File: src/hw/rtl/iq_upconvert_mixer_core_assert.svh
// ----------------------------------------------------------------------------
// iq upconvert mixer assertion macros
// shared concurrent assertion forms, sampled on clk, quiet during reset
// ----------------------------------------------------------------------------
`ifndef IQ_UPCONVERT_MIXER_CORE_ASSERT_SVH
`define IQ_UPCONVERT_MIXER_CORE_ASSERT_SVH

// condition that holds at every edge
`define IQUM_ASSERT_ALWAYS(lbl, expr, msg) \
    lbl: assert property (@(posedge clk) disable iff (!rst_n) (expr)) else $error(msg);

// same-cycle implication
`define IQUM_ASSERT_IMPLY(lbl, ante, cons, msg) \
    lbl: assert property (@(posedge clk) disable iff (!rst_n) (ante) |-> (cons)) \
        else $error(msg);

// next-cycle implication
`define IQUM_ASSERT_NEXT(lbl, ante, cons, msg) \
    lbl: assert property (@(posedge clk) disable iff (!rst_n) (ante) |=> (cons)) \
        else $error(msg);

`endif

File: src/hw/rtl/iqum_pkg.sv
// ----------------------------------------------------------------------------
// iqum_pkg
// shared constants, types and helpers of the iq upconvert mixer
// ----------------------------------------------------------------------------
package iqum_pkg;

    localparam int MAX_UPSAMPLE = 64;
    localparam int SAMPLE_BITS  = 8;
    localparam int TABLE_DEPTH  = 64;
    localparam int ADDR_W       = $clog2(TABLE_DEPTH);
    localparam int COEF_W       = 16;
    localparam int PROD_W       = SAMPLE_BITS + COEF_W;
    localparam int FRAC_W       = COEF_W - 1;
    // truncated product spans [-(2^(SAMPLE_BITS-1)-1), 2^(SAMPLE_BITS-1)]
    localparam int TERM_W       = SAMPLE_BITS + 1;
    localparam int SUM_W        = TERM_W + 1;
    localparam int COUNT_W      = 7;
    localparam int RUN_MAX      = (MAX_UPSAMPLE < TABLE_DEPTH) ? MAX_UPSAMPLE : TABLE_DEPTH;
    localparam int CFG_DATA_W   = 8;
    localparam int CFG_IDX_W    = 1;

    // command codes
    localparam logic CMD_LOAD = 1'b0;
    localparam logic CMD_MIX  = 1'b1;

    // configuration register indexes
    localparam logic [CFG_IDX_W-1:0] CFG_UPSAMPLE = 1'b0;
    localparam logic [CFG_IDX_W-1:0] CFG_DC       = 1'b1;

    // tag that travels alongside the coefficient read
    typedef struct packed {
        logic                          valid;
        logic                          last;
        logic signed [SAMPLE_BITS-1:0] i_val;
        logic signed [SAMPLE_BITS-1:0] q_val;
    } iqum_tag_t;

    // product scaled by 2^-15, rounded toward zero
    function automatic logic signed [TERM_W-1:0] trunc_q15(input logic signed [PROD_W-1:0] p);
        logic signed [PROD_W-1:0] bias;
        logic signed [PROD_W-1:0] r;
        bias = p[PROD_W-1] ? PROD_W'((1 << FRAC_W) - 1) : '0;
        r    = (p + bias) >>> FRAC_W;
        return r[TERM_W-1:0];
    endfunction

endpackage

File: src/hw/rtl/iqum_if.sv
// ----------------------------------------------------------------------------
// iqum channel interfaces
// valid/ready channels for input items and result items
// ----------------------------------------------------------------------------
interface iqum_in_if
    import iqum_pkg::*;
();
    logic                          valid;
    logic                          ready;
    logic                          command;
    logic [ADDR_W-1:0]             phase_index;
    logic signed [COEF_W-1:0]      cos_coef;
    logic signed [COEF_W-1:0]      sin_coef;
    logic signed [SAMPLE_BITS-1:0] i_sample;
    logic signed [SAMPLE_BITS-1:0] q_sample;

    modport source (
        output valid, command, phase_index, cos_coef, sin_coef, i_sample, q_sample,
        input  ready
    );
    modport sink (
        input  valid, command, phase_index, cos_coef, sin_coef, i_sample, q_sample,
        output ready
    );
endinterface

interface iqum_out_if
    import iqum_pkg::*;
();
    logic                   valid;
    logic                   ready;
    logic [SAMPLE_BITS-1:0] sample_byte;
    logic                   clipped;
    logic                   last;
    logic [COUNT_W-1:0]     clip_count;

    modport source (
        output valid, sample_byte, clipped, last, clip_count,
        input  ready
    );
    modport sink (
        input  valid, sample_byte, clipped, last, clip_count,
        output ready
    );
endinterface

File: src/hw/rtl/iq_upconvert_mixer_core.sv
// ----------------------------------------------------------------------------
// iq_upconvert_mixer_core
// quadrature upconversion mixer with a 64-entry cos/sin carrier ram
// ----------------------------------------------------------------------------
//  channel   dir   handshake      carries
//  mix_in    in    valid/ready    load or mix item (command, phase, coefs, i/q)
//  mix_out   out   valid/ready    output byte, clip flag, last, clip count
//  cfg       in    cfg_we only    upsample_count (index 0), dc_offset (index 1)
//
//  a load transaction writes one ram entry; a mix transaction, once accepted,
//  sweeps upsample_count ram entries (clamped to 1..64), one entry a cycle
//  unless mix_out stalls; reads pass the ram read, product and result registers
//  the ram read port sets the output rate: one result per unstalled sweep cycle
//  reset clears control only; the ram is undefined until loaded
//  a stalled mix_out freezes the read sweep and the whole pipeline
// ----------------------------------------------------------------------------
`include "iq_upconvert_mixer_core_assert.svh"

module iq_upconvert_mixer_core
    import iqum_pkg::*;
(
    input  logic                  clk,
    input  logic                  rst_n,
    iqum_in_if.sink               mix_in,
    iqum_out_if.source            mix_out,
    input  logic                  cfg_we,
    input  logic [CFG_IDX_W-1:0]  cfg_index,
    input  logic [CFG_DATA_W-1:0] cfg_wdata
);

    // configuration registers
    logic [COUNT_W-1:0]            upsample_count_reg, upsample_count_next;
    logic [SAMPLE_BITS-1:0]        dc_offset_reg, dc_offset_next;

    // read sweep control
    logic                          busy_reg, busy_next;
    logic [ADDR_W-1:0]             idx_reg, idx_next;
    logic [ADDR_W-1:0]             last_idx_reg, last_idx_next;
    logic signed [SAMPLE_BITS-1:0] i_reg;
    logic signed [SAMPLE_BITS-1:0] q_reg;
    iqum_tag_t                     tag_reg, tag_next;

    logic                          in_fire;
    logic                          is_mix;
    logic                          adv;
    logic                          issue;
    logic [ADDR_W-1:0]             eff_last;
    logic [2*COEF_W-1:0]           ram_rdata;

    // pipeline moves whenever the result register is free or being drained
    assign adv     = !mix_out.valid || mix_out.ready;
    assign issue   = busy_reg && adv;

    // one item in flight at the front: no new transaction during a sweep
    assign mix_in.ready = !busy_reg;
    assign in_fire      = mix_in.valid && mix_in.ready;
    assign is_mix       = (mix_in.command == CMD_MIX);

    // clamp the run length to 1..RUN_MAX, kept as the last table index
    always_comb
    begin
        if (upsample_count_reg == '0)
        begin
            eff_last = '0;
        end
        else if (upsample_count_reg > COUNT_W'(RUN_MAX))
        begin
            eff_last = ADDR_W'(RUN_MAX - 1);
        end
        else
        begin
            eff_last = ADDR_W'(upsample_count_reg - COUNT_W'(1));
        end
    end

    // configuration decode
    always_comb
    begin
        upsample_count_next = upsample_count_reg;
        dc_offset_next      = dc_offset_reg;
        if (cfg_we)
        begin
            unique case (cfg_index)
                CFG_UPSAMPLE: upsample_count_next = cfg_wdata[COUNT_W-1:0];
                CFG_DC:       dc_offset_next      = cfg_wdata[SAMPLE_BITS-1:0];
                default:      ;
            endcase
        end
    end

    // sweep sequencing and the tag that rides with the ram read
    always_comb
    begin
        busy_next     = busy_reg;
        idx_next      = idx_reg;
        last_idx_next = last_idx_reg;
        tag_next      = tag_reg;
        if (in_fire && is_mix)
        begin
            busy_next     = 1'b1;
            idx_next      = '0;
            last_idx_next = eff_last;
        end
        else if (issue)
        begin
            idx_next = idx_reg + ADDR_W'(1);
            if (idx_reg == last_idx_reg)
            begin
                busy_next = 1'b0;
            end
        end
        if (adv)
        begin
            tag_next.valid = busy_reg;
            tag_next.last  = (idx_reg == last_idx_reg);
            tag_next.i_val = i_reg;
            tag_next.q_val = q_reg;
        end
    end

    always_ff @(posedge clk or negedge rst_n)
    begin
        if (!rst_n)
        begin
            upsample_count_reg <= COUNT_W'(1);
            dc_offset_reg      <= '0;
            busy_reg           <= 1'b0;
            idx_reg            <= '0;
            last_idx_reg       <= '0;
            tag_reg            <= '0;
        end
        else
        begin
            upsample_count_reg <= upsample_count_next;
            dc_offset_reg      <= dc_offset_next;
            busy_reg           <= busy_next;
            idx_reg            <= idx_next;
            last_idx_reg       <= last_idx_next;
            tag_reg            <= tag_next;
        end
    end

    // samples of the current mix transaction, payload only
    always_ff @(posedge clk)
    begin
        if (in_fire && is_mix)
        begin
            i_reg <= mix_in.i_sample;
            q_reg <= mix_in.q_sample;
        end
    end

    // carrier table: cosine in the upper half, sine in the lower half
    iqum_ram #(
        .WIDTH (2 * COEF_W),
        .DEPTH (TABLE_DEPTH)
    ) u_coef_ram (
        .clk   (clk),
        .we    (in_fire && !is_mix),
        .waddr (mix_in.phase_index),
        .wdata ({mix_in.cos_coef, mix_in.sin_coef}),
        .re    (issue),
        .raddr (idx_reg),
        .rdata (ram_rdata)
    );

    iqum_mix u_mix (
        .clk            (clk),
        .rst_n          (rst_n),
        .adv            (adv),
        .tag            (tag_reg),
        .cos_rd         (ram_rdata[2*COEF_W-1:COEF_W]),
        .sin_rd         (ram_rdata[COEF_W-1:0]),
        .dc_offset      (dc_offset_reg),
        .res_valid      (mix_out.valid),
        .res_byte       (mix_out.sample_byte),
        .res_clipped    (mix_out.clipped),
        .res_last       (mix_out.last),
        .res_clip_count (mix_out.clip_count)
    );

    // sweep never runs past the clamped run length
    `IQUM_ASSERT_IMPLY(a_idx_in_run, busy_reg, idx_reg <= last_idx_reg, "sweep index past run end")
    // an accepted mix starts its sweep at entry zero
    `IQUM_ASSERT_NEXT(a_mix_starts, in_fire && is_mix, busy_reg && idx_reg == '0, "no sweep start")
    // clip count is only reported on the closing result
    `IQUM_ASSERT_IMPLY(a_cc_on_last, mix_out.valid && !mix_out.last, ~|mix_out.clip_count, "cc")

endmodule

File: src/hw/rtl/iqum_ram.sv
// ----------------------------------------------------------------------------
// iqum_ram
// generic simple dual-port ram, one write port, one registered read port
// ----------------------------------------------------------------------------
module iqum_ram #(
    parameter int WIDTH = 32,
    parameter int DEPTH = 64
) (
    input  logic                     clk,
    input  logic                     we,
    input  logic [$clog2(DEPTH)-1:0] waddr,
    input  logic [WIDTH-1:0]         wdata,
    input  logic                     re,
    input  logic [$clog2(DEPTH)-1:0] raddr,
    output logic [WIDTH-1:0]         rdata
);

    logic [WIDTH-1:0] mem [DEPTH];
    logic [WIDTH-1:0] rdata_reg;

    always_ff @(posedge clk)
    begin
        if (we)
        begin
            mem[waddr] <= wdata;
        end
        if (re)
        begin
            rdata_reg <= mem[raddr];
        end
    end

    assign rdata = rdata_reg;

endmodule

File: src/hw/rtl/iqum_mix.sv
// ----------------------------------------------------------------------------
// iqum_mix
// product register, then truncate/sum/saturate logic into the result register
// ----------------------------------------------------------------------------
module iqum_mix
    import iqum_pkg::*;
(
    input  logic                          clk,
    input  logic                          rst_n,
    input  logic                          adv,
    input  iqum_tag_t                     tag,
    input  logic signed [COEF_W-1:0]      cos_rd,
    input  logic signed [COEF_W-1:0]      sin_rd,
    input  logic [SAMPLE_BITS-1:0]        dc_offset,
    output logic                          res_valid,
    output logic [SAMPLE_BITS-1:0]        res_byte,
    output logic                          res_clipped,
    output logic                          res_last,
    output logic [COUNT_W-1:0]            res_clip_count
);

    localparam logic signed [SUM_W-1:0] SMAX = SUM_W'((1 << (SAMPLE_BITS - 1)) - 1);
    localparam logic signed [SUM_W-1:0] SMIN = -SMAX - SUM_W'(1);

    logic                      p_valid_reg, p_valid_next;
    logic                      p_last_reg, p_last_next;
    logic signed [PROD_W-1:0]  pi_reg;
    logic signed [PROD_W-1:0]  pq_reg;
    logic                      o_valid_reg, o_valid_next;
    logic                      o_last_reg, o_last_next;
    logic                      o_clip_reg, o_clip_next;
    logic [SAMPLE_BITS-1:0]    o_byte_reg, o_byte_next;
    logic [COUNT_W-1:0]        o_cc_reg, o_cc_next;
    logic [COUNT_W-1:0]        acc_reg, acc_next;

    logic signed [TERM_W-1:0]  ti, tq;
    logic signed [SUM_W-1:0]   sum;
    logic signed [SUM_W-1:0]   sat;
    logic                      clip;
    logic [COUNT_W-1:0]        acc_inc;

    always_comb
    begin
        ti   = trunc_q15(pi_reg);
        tq   = trunc_q15(pq_reg);
        sum  = SUM_W'(ti) + SUM_W'(tq);
        clip = 1'b0;
        sat  = sum;
        if (sum > SMAX)
        begin
            sat  = SMAX;
            clip = 1'b1;
        end
        else if (sum < SMIN)
        begin
            sat  = SMIN;
            clip = 1'b1;
        end
        acc_inc = acc_reg + COUNT_W'(clip);
    end

    always_comb
    begin
        p_valid_next = p_valid_reg;
        p_last_next  = p_last_reg;
        o_valid_next = o_valid_reg;
        o_last_next  = o_last_reg;
        o_clip_next  = o_clip_reg;
        o_byte_next  = o_byte_reg;
        o_cc_next    = o_cc_reg;
        acc_next     = acc_reg;
        if (adv)
        begin
            p_valid_next = tag.valid;
            p_last_next  = tag.last;
            o_valid_next = p_valid_reg;
            if (p_valid_reg)
            begin
                o_last_next = p_last_reg;
                o_clip_next = clip;
                o_byte_next = sat[SAMPLE_BITS-1:0] + dc_offset;
                o_cc_next   = p_last_reg ? acc_inc : '0;
                acc_next    = p_last_reg ? '0 : acc_inc;
            end
        end
    end

    always_ff @(posedge clk or negedge rst_n)
    begin
        if (!rst_n)
        begin
            p_valid_reg <= 1'b0;
            p_last_reg  <= 1'b0;
            o_valid_reg <= 1'b0;
            o_last_reg  <= 1'b0;
            o_clip_reg  <= 1'b0;
            o_cc_reg    <= '0;
            acc_reg     <= '0;
        end
        else
        begin
            p_valid_reg <= p_valid_next;
            p_last_reg  <= p_last_next;
            o_valid_reg <= o_valid_next;
            o_last_reg  <= o_last_next;
            o_clip_reg  <= o_clip_next;
            o_cc_reg    <= o_cc_next;
            acc_reg     <= acc_next;
        end
    end

    // products are payload, no reset
    always_ff @(posedge clk)
    begin
        if (adv)
        begin
            pi_reg <= PROD_W'(tag.i_val) * PROD_W'(cos_rd);
            pq_reg <= PROD_W'(tag.q_val) * PROD_W'(sin_rd);
        end
        o_byte_reg <= o_byte_next;
    end

    assign res_valid      = o_valid_reg;
    assign res_byte       = o_byte_reg;
    assign res_clipped    = o_clip_reg;
    assign res_last       = o_last_reg;
    assign res_clip_count = o_cc_reg;

endmodule

File: src/flat_wrapper.sv
// flat-port wrapper written by rule: the top's interface ports become plain ports
module iq_upconvert_mixer_core_flat import iqum_pkg::*;
  (clk, rst_n, cfg_we, cfg_index, cfg_wdata, mix_in_valid, mix_in_command, mix_in_phase_index, mix_in_cos_coef, mix_in_sin_coef, mix_in_i_sample, mix_in_q_sample, mix_in_ready, mix_out_valid, mix_out_sample_byte, mix_out_clipped, mix_out_last, mix_out_clip_count, mix_out_ready);
  iqum_in_if mix_in_i ();
  iqum_out_if mix_out_i ();
  input  logic clk;
  input  logic rst_n;
  input  logic cfg_we;
  input  logic [CFG_IDX_W-1:0] cfg_index;
  input  logic [CFG_DATA_W-1:0] cfg_wdata;
  input wire logic [$bits(mix_in_i.valid)-1:0] mix_in_valid;
  input wire logic [$bits(mix_in_i.command)-1:0] mix_in_command;
  input wire logic [$bits(mix_in_i.phase_index)-1:0] mix_in_phase_index;
  input wire logic [$bits(mix_in_i.cos_coef)-1:0] mix_in_cos_coef;
  input wire logic [$bits(mix_in_i.sin_coef)-1:0] mix_in_sin_coef;
  input wire logic [$bits(mix_in_i.i_sample)-1:0] mix_in_i_sample;
  input wire logic [$bits(mix_in_i.q_sample)-1:0] mix_in_q_sample;
  output wire logic [$bits(mix_in_i.ready)-1:0] mix_in_ready;
  output wire logic [$bits(mix_out_i.valid)-1:0] mix_out_valid;
  output wire logic [$bits(mix_out_i.sample_byte)-1:0] mix_out_sample_byte;
  output wire logic [$bits(mix_out_i.clipped)-1:0] mix_out_clipped;
  output wire logic [$bits(mix_out_i.last)-1:0] mix_out_last;
  output wire logic [$bits(mix_out_i.clip_count)-1:0] mix_out_clip_count;
  input wire logic [$bits(mix_out_i.ready)-1:0] mix_out_ready;
  assign mix_in_i.valid = mix_in_valid;
  assign mix_in_i.command = mix_in_command;
  assign mix_in_i.phase_index = mix_in_phase_index;
  assign mix_in_i.cos_coef = mix_in_cos_coef;
  assign mix_in_i.sin_coef = mix_in_sin_coef;
  assign mix_in_i.i_sample = mix_in_i_sample;
  assign mix_in_i.q_sample = mix_in_q_sample;
  assign mix_in_ready = mix_in_i.ready;
  assign mix_out_valid = mix_out_i.valid;
  assign mix_out_sample_byte = mix_out_i.sample_byte;
  assign mix_out_clipped = mix_out_i.clipped;
  assign mix_out_last = mix_out_i.last;
  assign mix_out_clip_count = mix_out_i.clip_count;
  assign mix_out_i.ready = mix_out_ready;
  iq_upconvert_mixer_core u_core (.clk(clk), .rst_n(rst_n), .mix_in(mix_in_i), .mix_out(mix_out_i), .cfg_we(cfg_we), .cfg_index(cfg_index), .cfg_wdata(cfg_wdata));
endmodule
File: config.mk
export PLATFORM = sky130hd
export DESIGN_NAME = iq_upconvert_mixer_core_flat
export DESIGN_NICKNAME = d
export VERILOG_FILES = /design/src/hw/rtl/iqum_pkg.sv /design/src/hw/rtl/iqum_if.sv /design/src/hw/rtl/iq_upconvert_mixer_core.sv /design/src/hw/rtl/iqum_ram.sv /design/src/hw/rtl/iqum_mix.sv /design/src/flat_wrapper.sv
export VERILOG_INCLUDE_DIRS = /design/src /design/src/hw/rtl
export SDC_FILE = /design/constraint.sdc
export NUM_CORES = 2
export LEC_CHECK = 0
export BUFFER_PORTS_ARGS = -buffer_cell sky130_fd_sc_hd__buf_4
export CAP_MARGIN = 20
export CORE_ASPECT_RATIO = 0.5
export CORE_MARGIN = 3
export CORE_UTILIZATION = 36
export DETAILED_ROUTE_END_ITERATION = 7
export PLACE_DENSITY = 0.55
export SYNTH_ARGS = -nofsm -noshare
export SYNTH_HDL_FRONTEND = slang
export SYNTH_HIERARCHICAL = 1
export SYNTH_SLANG_ARGS = --single-unit
File: constraint.sdc
create_clock -name clk -period 4.95 [get_ports clk]
set_input_delay 1.2375 -clock clk [delete_from_list [all_inputs] [get_ports clk]]
set_output_delay 1.2375 -clock clk [all_outputs]
set_load 0.02 [all_outputs]
==> results.toml <==
[status]
failed_checks = "setup timing"
outcome = "finished, violations left"

[cells_and_area]
final_common_cell = "edfxtp_1"
fillers = 22800
area_growth_pct = 15.1
largest_reg_flops = 2048
layout_common_cells = "edfxtp_1 (2152), mux4_2 (544), buf_4 (379), inv_1 (263), clkbuf_16 (212)"
finalNetCount = 5720
drive_gt1_share_pct = 25.9

[logic_synthesis]
synthCells = 4887
yosys_warnings = 6
syn_nets = 5303
ys_ff_latch = 2217
synth_edf_count = 2152
avgSynthCellArea_um2 = 19.3
syn_area_mm2 = 0.0944
async_reset_ff_share_pct = 2.93
synth-main-ff-cell = "edfxtp_1"
yosysSeqAreaShare_pct = 70.2
yosysUniqueCellTypes = 82

[floorplan]
core_mm2 = 0.260
start_util_pct = 36.3
chipWidth_um = 730
dieHeight_um = 368
ios = 88
dieArea_mm2 = 0.269
rows = 132

[worst_setup_path]
cpMostUsedCell = "o21a_1"
criticalPathCategory = "register to register"
crit_arrival_ns = 5.69
critPathCaptureType = "register"
critPathSlowestCell = "edfxtp_1"
worst-path-max-fanout = 5
slowest_delay_ns = 0.48
cp-start-kind = "register"
required_ns = 5.47

[sta]
hold_viol = 0
fin_skew_ns = 0.131
setup_viol = 4
max_freq_ghz = 0.193
period_needed_ns = 5.17
worst_pin_slew_ns = 1.10
slew_viol_final = 0
fin_crit_sh_pct = 105
whs_ns = 0.442
relSlewSlack_pct = 26.9
setup_slack_ns = -0.224
rsz0062_at_grt = "true"

[place]
place_congestion = 0.790
place.port_buffers = 87
dp_hpwl_um = 147000

[clocking]
cts.path.max_buffers = 4
clk_latency_ns = 0.88
cts-root-buf = "clkbuf_16"
clock-sinks = 2217
htree_levels = 4
cts_tree = "built"
numCtsBuffers = 208
path_clk_slew_ns = 0.07

[detailed_routing]
routed_wl_um = 247000
wire_per_inst_um = 27.6
viasPerCell = 5.38
dr.pass1.iters = 5
route.vias.total = 48200
drtAntennaViolNets = 0
drt_iter0_drc = 5320
drc = 0

[global_route]
grt_use_total_pct = 18.2
antenna_found_initial = 20
grt_start_max_net_pins = 71
grt_pass1_vias = 49600
grt-ovfl-total = 0
grt_pass1_wl_um = 353000

[flow_run]
drv_cap = 0

[min_path]
worstHoldPathType = "register to register"
## cells by family after synthesis
| family | count (synthesis) | share of synthesized area, % |
|---|---|---|
| compound gates | 396 | 2.75 |
| buf+inv | 472 | 2.10 |
| flops | 2217 | 70.2 |
| mux | 653 | 14.1 |
| fa+ha+maj | 347 | 6.25 |
| xor+xnor | 85 | 0.788 |
| simple gates | 717 | 3.80 |
## per-stage QoR
step                cells  cell area, um^2  utilization, %  setup WS (ns)  TNS, ns
global route         8950           109000            41.8         -0.489    -3.21
finish               8970           109000            41.8         -0.224   -0.572
global placement     8559           102000            39.1         -0.524    -1.52
floorplan            4887            94500               -         -0.145   -0.287
detailed placement   8560           102000            39.1         -0.393    -1.13
CTS                  8935           108000            41.6         -0.160   -0.282
## metal layers
layer / part of all wire, % / vias to the layer above / GRT usage, %
met5: 0.015 / - / 0
met4: 2.4 / 6 / 4.31
met3: 8.7 / 334 / 4.27
met2: 46 / 1695 / 28.6
met1: 43 / 26000 / 25.7
li1: - / 20200 / -
## cells in the mapped netlist (10+ instances only)
library cell     n  share of area [%]
o22ai_1         84               0.56
xor2_1          33               0.31
buf_4           25               0.20
mux2i_1         94                1.0
nand4_1         10              0.066
nand2_1        204               0.81
buf_1           21              0.083
ha_1           139                1.8
clkbuf_1        94               0.37
and3_1          11              0.073
buf_2           61               0.32
a22oi_1         14               0.11
edfxtp_1      2152                 68
dfrtp_1         64                1.7
a21oi_1        100               0.53
and2_1         164                1.1
fa_1           208                4.4
mux2_2          15               0.18
o21ai_0         53               0.28
nor2_1         164               0.65
nor2b_1         27               0.18
inv_1          264                1.0
a21o_1          24               0.19
nand2b_1        48               0.32
o21a_1          13               0.10
o221ai_1        28               0.26
nand3_1         24               0.13
mux4_2         544                 13
xnor2_1         52               0.48
nor3_1          16              0.085
## worst paths after layout
kind / from / endpoint / slack, ns / depth (start not counted)
min in group asynchronous: rst_n / u_core/tag_reg[10] / 0.59 / 1
worst max register to register: u_core/u_mix/pq_reg[23] / u_core/u_mix/res_byte[7] / -0.22 / 25
worst min-delay path: u_core/q_reg[5] / u_core/tag_reg[5] / 0.44 / 2
worst max-delay path: u_core/u_mix/pq_reg[23] / u_core/u_mix/res_byte[7] / -0.22 / 25
max in group asynchronous: rst_n / u_core/idx_reg[1] / 3.60 / 1
worst min register to register: u_core/q_reg[5] / u_core/tag_reg[5] / 0.44 / 2
## worst max-delay path, delay by kind of cell (launching register included)
family	cells	cell delay, ns
compound gates	10	1.79
xor+xnor	3	0.50
fa+ha+maj	3	0.81
buf+inv	3	0.44
flops	1	0.48
simple gates	6	0.94
## repair_timing
action / CTS / global route
setup endpoints to repair: 8 / 28
pin swaps: 6 / 30
gates resized for setup: 11 / 76
buffers inserted: 6 / 12
hold buffers: 0 / 0
## area by class of cell
class	count	area, um^2	area share [%]
Antenna cell	23	57.6	0.0529
Clock buffer	256	5480	5.04
Clock inverter	113	932	0.858
Inverter	265	995	0.915
Multi-Input combinational cell	2198	27100	24.9
Sequential cell	2217	66300	61.0
Tap cell	3484	4360	4.01
Timing Repair Buffer	414	3500	3.22
Power is not shown: default switching activity piles up to over one toggle a cycle in this logic, so the estimate is an artifact.
